[src/rtl/npdl_ram.sv]
// generic single write port ram with registered read
module npdl_ram #(
   parameter int WIDTH = 8,
   parameter int DEPTH = 16
) (
   input  logic                                     clock,
   input  logic                                     wr_en,
   input  logic [((DEPTH > 1) ? $clog2(DEPTH) : 1)-1:0] wr_addr,
   input  logic [WIDTH-1:0]                         wr_data,
   input  logic                                     rd_en,
   input  logic [((DEPTH > 1) ? $clog2(DEPTH) : 1)-1:0] rd_addr,
   output logic [WIDTH-1:0]                         rd_data
);
   logic [WIDTH-1:0] mem [DEPTH];
   logic [WIDTH-1:0] rd_data_ff;

   always_ff @(posedge clock) begin
      if (wr_en) begin
         mem[wr_addr] <= wr_data;
      end
      if (rd_en) begin
         rd_data_ff <= mem[rd_addr];
      end
   end

   assign rd_data = rd_data_ff;
endmodule

[config.mk]
export PLATFORM = sky130hd
export DESIGN_NAME = npdl_ram
export DESIGN_NICKNAME = d
export VERILOG_FILES = /design/src/rtl/npdl_ram.sv
export SDC_FILE = /design/constraint.sdc
export NUM_CORES = 1
export LEC_CHECK = 0
export ABC_AREA = 1
export BUFFER_PORTS_ARGS = -buffer_cell sky130_fd_sc_hd__clkbuf_2
export CAP_MARGIN = 30
export CELL_PAD_IN_SITES_DETAIL_PLACEMENT = 1
export CELL_PAD_IN_SITES_GLOBAL_PLACEMENT = 1
export CORE_MARGIN = 1.5
export CORE_UTILIZATION = 50
export DETAILED_ROUTE_END_ITERATION = 10
export GPL_ROUTABILITY_DRIVEN = 0
export HOLD_SLACK_MARGIN = 0.03
export PLACE_DENSITY = 0.89
export SLEW_MARGIN = 40
export SYNTH_ARGS = -nofsm -noshare
export SYNTH_HDL_FRONTEND = slang
export SYNTH_SLANG_ARGS = --single-unit
[constraint.sdc]
create_clock -name clock -period 2.6 [get_ports clock]
set_input_delay 0.39 -clock clock [delete_from_list [all_inputs] [get_ports clock]]
set_output_delay 0.39 -clock clock [all_outputs]
set_load 0.1 [all_outputs]
==> impl_metrics.py, run 1 <==
metrics = {
    "logic_synthesis": {
        "ys_seq_area_share_pct": 69.8,
        "yosys_warnings": 0,
        "synth_top_family_by_area": "simple AND/OR/NAND/NOR gates",
        "syn_nets": 570,
        "yosys.area_share.xor_xnor_pct": 0,
        "synthCells": 551,
        "synth_top_area_share_pct": 69.8,
        "yosys.area_share.simple_pct": 20.8,
        "synth_area_mm2": 0.00585,
        "synthAdderAreaFrac_pct": 0,
        "synth_area_leaders": "edfxtp_1 (70%), nand2_1 (11%), nand3_1 (8.3%)",
        "synth_top_cell_by_area": "edfxtp_1",
        "syn_avg_cell_area_um2": 10.6,
        "ys_ff_latch": 136,
        "synthMuxAreaShare_pct": 0,
        "synth-compound-area-share_pct": 0,
        "yosysUniqueCellTypes": 11,
    },
    "global_route": {
        "grt_pass1_wl_um": 27300,
        "antenna_found_initial": 0,
        "grt_max_degree": 37,
        "gr-total-overflow": 0,
        "grt_pass1_vias": 4672,
        "grt_use_total_pct": 30.2,
    },
    "die": {
        "pin_count": 27,
        "initial_utilization_pct": 51.2,
        "die_y_um": 111,
        "placementRows": 39,
        "core-area_mm2": 0.0114,
        "fp.dieW_um": 111,
        "die-area_mm2": 0.0124,
    },
    "detailed_routing": {
        "drt_iter0_drc": 414,
        "postRouteAntennaNets": 0,
        "drc": 0,
        "first_pass_iters": 5,
        "avgViaCountPerCell": 5.81,
        "vias": 4283,
        "wl_um": 17800,
        "wire_per_inst_um": 24.1,
    },
    "sta": {
        "rsz0062_at_grt": "false",
        "finalHoldViolations": 0,
        "drv_slew": 0,
        "fin_skew_ps": 5.39,
        "fin_worst_hold_slack_ps": 362,
        "slew_headroom_pct": 43.2,
        "worst_slack_ps": 980,
        "fin_tns_setup_ps": 0,
        "timing.fmax_mhz": 617,
        "finalSetupViolCount": 0,
        "fin_crit_ps": 1620,
        "period_share_pct": 62.3,
        "worstMarginPinSlew_ps": 849,
    },
    "layout": {
        "finalInstanceArea_mm2": 0.00664,
        "n_antenna_cell": 0,
        "drive_gt1_share_pct": 10.8,
        "synthToLayoutAreaGrowth_pct": 13.6,
        "n_fill_cell": 1244,
        "nets": 602,
        "mostFrequentLayoutCells": "nand2_1 (173), edfxtp_1 (136), inv_1 (100), nand3_1 (97), clkbuf_2 (26)",
        "final_core_utilization_pct": 58.2,
        "finalNonFillerCells": 737,
        "layout_commonest_cell": "nand2_1",
    },
    "critical_path": {
        "cp.arrival_ps": 1230,
        "cp_slowest_stage_delay_ps": 460,
        "start_kind": "flop",
        "slowest_stage": "clkbuf_2",
        "path_cells": "clkbuf_2",
        "crit_fanout": 1,
        "end_kind": "output pin",
        "cp_num_buf_inv": 1,
        "cp_top_family": "buffers and inverters",
        "required_ps": 2210,
        "path_class": "reg2out",
    },
    "placed_design": {
        "place_area_mm2": 0.00607,
        "pre_cts_slack_ps": 779,
        "dp_cells": 707,
        "portBuffers": 26,
        "dp_hpwl_um": 10600,
    },
    "clock_tree": {
        "cts.root.buffer_cell": "clkbuf_16",
        "hold_buffers": 0,
        "cts_setup_buffers": 0,
        "worstSkewPairLatency_ps": 420,
        "clockBufferDepth": 2,
        "cts_tree": "done",
        "clk_pin_slew_ps": 60,
        "cts_resized": 0,
        "cts_num_sinks": 136,
        "htreeDepth": 4,
        "cts-buffers-inserted": 17,
    },
    "job": {
        "cap_viol_max_count": 0,
    },
    "power": {
        "design_power_total_mw": 5.28,
        "leakagePower_nw": 2.86,
        "powerDensity_mw_per_mm2": 795,
        "max-vdd-ir-drop_v": 0.000418,
    },
    "status": {
        "status": "complete, no violations",
    },
    "min_path": {
        "hp-class": "in2reg",
    },
}
## cells by family after synthesis
logic type	Yosys count
flip-flops	136
buffers and inverters	126
AND/OR/NAND/NOR	289
## registers in the layout, summed over array words and instances (netlist names)
signal	flops
mem	128
rd_data	8
## where the power goes
group	internal [mW]	total, mW	switching, mW
logic	0.0801	0.401	0.321
clock network	1.48	2.39	0.908
registers	2.47	2.49	0.0169
## path summary, 6_finish.rpt
check | start | end | slack, ps | depth (start not counted)
worst max register to register | mem[5][5] | rd_data[5] | 1200 | 6
worst max-delay path | rd_data[6] | rd_data[6] | 980 | 1
worst min register to register | mem[13][7] | rd_data[7] | 830 | 6
worst min-delay path | rd_en | rd_data[3] | 360 | 1
## synth_stat cells, drive strengths merged
cell type	instances
nand3	97
edfxtp	136
nor2	17
buf	24
nand3b	2
nand2	173
inv	102
## metal layers
layer | vias up | share of wire, % | GRT usage, %
li1 | 1841 | - | -
met1 | 2151 | 37 | 36.3
met2 | 235 | 52 | 52.9
met3 | 56 | 7.3 | 6.51
met4 | 0 | 3.2 | 12.7
met5 | - | 0 | 0
## cell type report
class,count,area [um^2],area share [%]
flip-flops and latches,136,4080,61.5
multi-input cells,289,1220,18.3
clock buffers,19,433,6.52
inverters,102,383,5.77
repair buffers,37,213,3.20
well taps,143,179,2.69
clock inverters,11,133,2.00
Power figures use the tool's default switching activity.
==> run 2: changes to the inputs <==
- ABC_AREA: 1 -> 0
- PLACE_DENSITY: 0.89 -> 0.82
- clock period: 2.6 -> 1.5 ns (I/O delays scaled with it)
==> run 2 against run 1 <==
  * Final area shrank 4.3%
  * Worst setup slack worse by 970 ps
  * Sequential share of layout area is 2.8 points higher
  * Critical path depth is 2 higher
  * Sequential power up 73%
  * Core utilization up 3.9 points
  * Flip-flop and latch count stayed put
  * Critical path type is now reg2reg
  * Highest routed layer unchanged
==> impl_metrics.py, run 2 <==
metrics = {
    "clock_tree": {
        "clk_pin_slew_ps": 60,
        "worstSkewPairLatency_ps": 510,
        "cts_tree": "done",
        "hold_buffers": 0,
        "cts-buffers-inserted": 17,
        "cts_num_sinks": 136,
        "htreeDepth": 4,
        "cts.root.buffer_cell": "clkbuf_8",
        "clockBufferDepth": 2,
        "cts_setup_buffers": 0,
    },
    "detailed_routing": {
        "drc": 0,
        "topRoutingLayerUsed": "met4",
        "met3_length_um": 664,
        "wl_met1_um": 4940,
        "wl_um": 11300,
        "avgViaCountPerCell": 5.83,
        "wire_per_inst_um": 25.9,
        "postRouteAntennaNets": 0,
        "met2WireLength_um": 5560,
        "vias": 2554,
        "first_pass_iters": 5,
        "drt_iter0_drc": 233,
    },
    "logic_synthesis": {
        "yosys.area_share.xor_xnor_pct": 0,
        "synth-async-reset-ratio_pct": 0,
        "yosys_warnings": 0,
        "yosys.area_share.simple_pct": 3.14,
        "synth_top_cell_by_area": "edfxtp_1",
        "syn_nets": 248,
        "synth_common_cells": "edfxtp_1 (136), mux4_2 (18), a22oi_1 (16), mux4_1 (14), nor2_1 (13)",
        "synth_area_leaders": "edfxtp_1 (78%), mux4_2 (7.8%), mux4_1 (7.0%)",
        "synthCells": 229,
        "synth_top_family_by_area": "multiplexers",
        "ys_seq_area_share_pct": 78.1,
        "synth_area_mm2": 0.00523,
        "synthMuxAreaShare_pct": 14.8,
        "synth_edf_count": 136,
        "synth-compound-area-share_pct": 2.30,
        "yosys_most_used_dff": "edfxtp_1",
        "yosysUniqueCellTypes": 18,
        "synth_top_area_share_pct": 78.1,
        "synthAdderAreaFrac_pct": 0,
        "ys_ff_latch": 136,
        "synth_most_common_cell": "edfxtp_1",
        "syn_avg_cell_area_um2": 22.8,
    },
    "layout": {
        "drive_gt1_share_pct": 36.4,
        "nets": 308,
        "mostFrequentLayoutCells": "edfxtp_1 (136), mux4_2 (22), buf_4 (20), clkbuf_2 (18), clkbuf_16 (16)",
        "synthToLayoutAreaGrowth_pct": 21.5,
        "finalNonFillerCells": 438,
        "largest_reg_flops": 128,
        "n_antenna_cell": 0,
        "layout_commonest_cell": "edfxtp_1",
        "n_fill_cell": 837,
        "finalInstanceArea_mm2": 0.00635,
        "top_register": "mem",
    },
    "placed_design": {
        "dp_hpwl_um": 7080,
        "pre_cts_slack_ps": -368,
        "portBuffers": 26,
        "place_area_mm2": 0.00570,
        "dp_cells": 406,
    },
    "sta": {
        "worst_slack_ps": 12.5,
        "fin_skew_ps": 3.58,
        "drv_slew": 0,
        "timing.fmax_mhz": 672,
        "finalHoldViolations": 0,
        "rsz0062_at_grt": "true",
        "fin_tns_setup_ps": 0,
        "finalSetupViolCount": 0,
        "worstMarginPinSlew_ps": 811,
        "period_share_pct": 99.2,
        "slew_headroom_pct": 45.8,
        "fin_crit_ps": 1490,
    },
    "min_path": {
        "hp-class": "in2reg",
    },
    "critical_path": {
        "required_ps": 1760,
        "cp_top_family": "multiplexers",
        "path_class": "reg2reg",
        "path_cells": "mux4_2 > a22oi_1 > nand2_1",
        "cp_slowest_stage_delay_ps": 520,
        "r2r_slack_ps": 10,
        "slowest_stage": "mux4_2",
        "start_kind": "flop",
        "crit_fanout": 1,
        "cp_num_buf_inv": 0,
        "cp.arrival_ps": 1750,
        "end_kind": "flop",
    },
    "die": {
        "fp.dieW_um": 105,
        "pin_count": 27,
        "die-area_mm2": 0.0111,
        "placementRows": 37,
        "initial_utilization_pct": 51.1,
        "core-area_mm2": 0.0102,
        "die_y_um": 105,
    },
    "power": {
        "leakagePower_nw": 2.15,
        "powerDensity_mw_per_mm2": 1450,
        "max-vdd-ir-drop_v": 0.000964,
    },
    "global_route": {
        "gr-total-overflow": 0,
        "antenna_found_initial": 0,
        "grt_pass1_wl_um": 17500,
        "grt_max_degree": 22,
        "grt_use_total_pct": 22.7,
        "grt_pass1_vias": 2741,
    },
    "status": {
        "status": "complete, no violations",
    },
    "job": {
        "cap_viol_max_count": 0,
    },
}
run 2: changes by cell type in the layout (fill, tap and decap cells not counted), moves of 8 or more:
cell	change
a22oi_1	+10
buf_4	+9
clkbuf_2	-8
clkbuf_4	+8
inv_1	-100
mux4_1	+10
mux4_2	+22
nand2_1	-164
nand3_1	-96
run 2: worst paths after layout:
check / depth (start not counted) / endpoint / start
setup / recovery: 3 / rd_data[2] / mem[15][2]
hold reg to reg: 3 / rd_data[3] / mem[12][3]
hold / removal: 1 / rd_data[5] / rd_en
setup reg to reg: 3 / rd_data[2] / mem[15][2]
run 2: logic make-up after synthesis:
group	after synthesis
compound gates	16
simple gates	35
mux	32
flops	136
buf+inv	10
run 2: layout make-up:
cell class	instances	area [um^2]	share of cell area [%]
well taps	136	170	2.68
clock inverters	15	208	3.27
flip-flops and latches	136	4080	64.3
multi-input cells	83	1080	17.0
repair buffers	51	400	6.30
clock buffers	17	414	6.52
run 2: per-stage QoR:
stage                     power, mW  hold WS [ps]  util (%)
after floorplan                4.73           324         -
after global placement         4.93           622      55.7
after detailed placement       4.95           635      55.7
after CTS                      9.30          90.2      62.1
after global routing           9.49           102      62.1
final                          9.24           111      62.1
run 2: report_power, final:
group | switching [mW] | total, mW | internal [mW]
clock | 1.51 | 4.35 | 2.84
combinational | 0.381 | 0.584 | 0.203
sequential | 0.0261 | 4.31 | 4.28
run 2: timing repair:
item | in CTS | in global routing
resized for setup | 12 | 6
endpoints found under the setup margin | 13 | 8
pin swaps | 1 | 2
run 2: worst reg2reg max path, stage by stage (launching register included):
cell and delay (ps):
edfxtp_1 400, mux4_2 520, a22oi_1 240, nand2_1 80
run 2: layer usage:
layer  vias to the layer above  GRT usage (%)
met4                         0           8.02
met3                        14           5.75
met1                      1319           32.1
met5                         -              0
li1                       1098              -
met2                       123           34.9
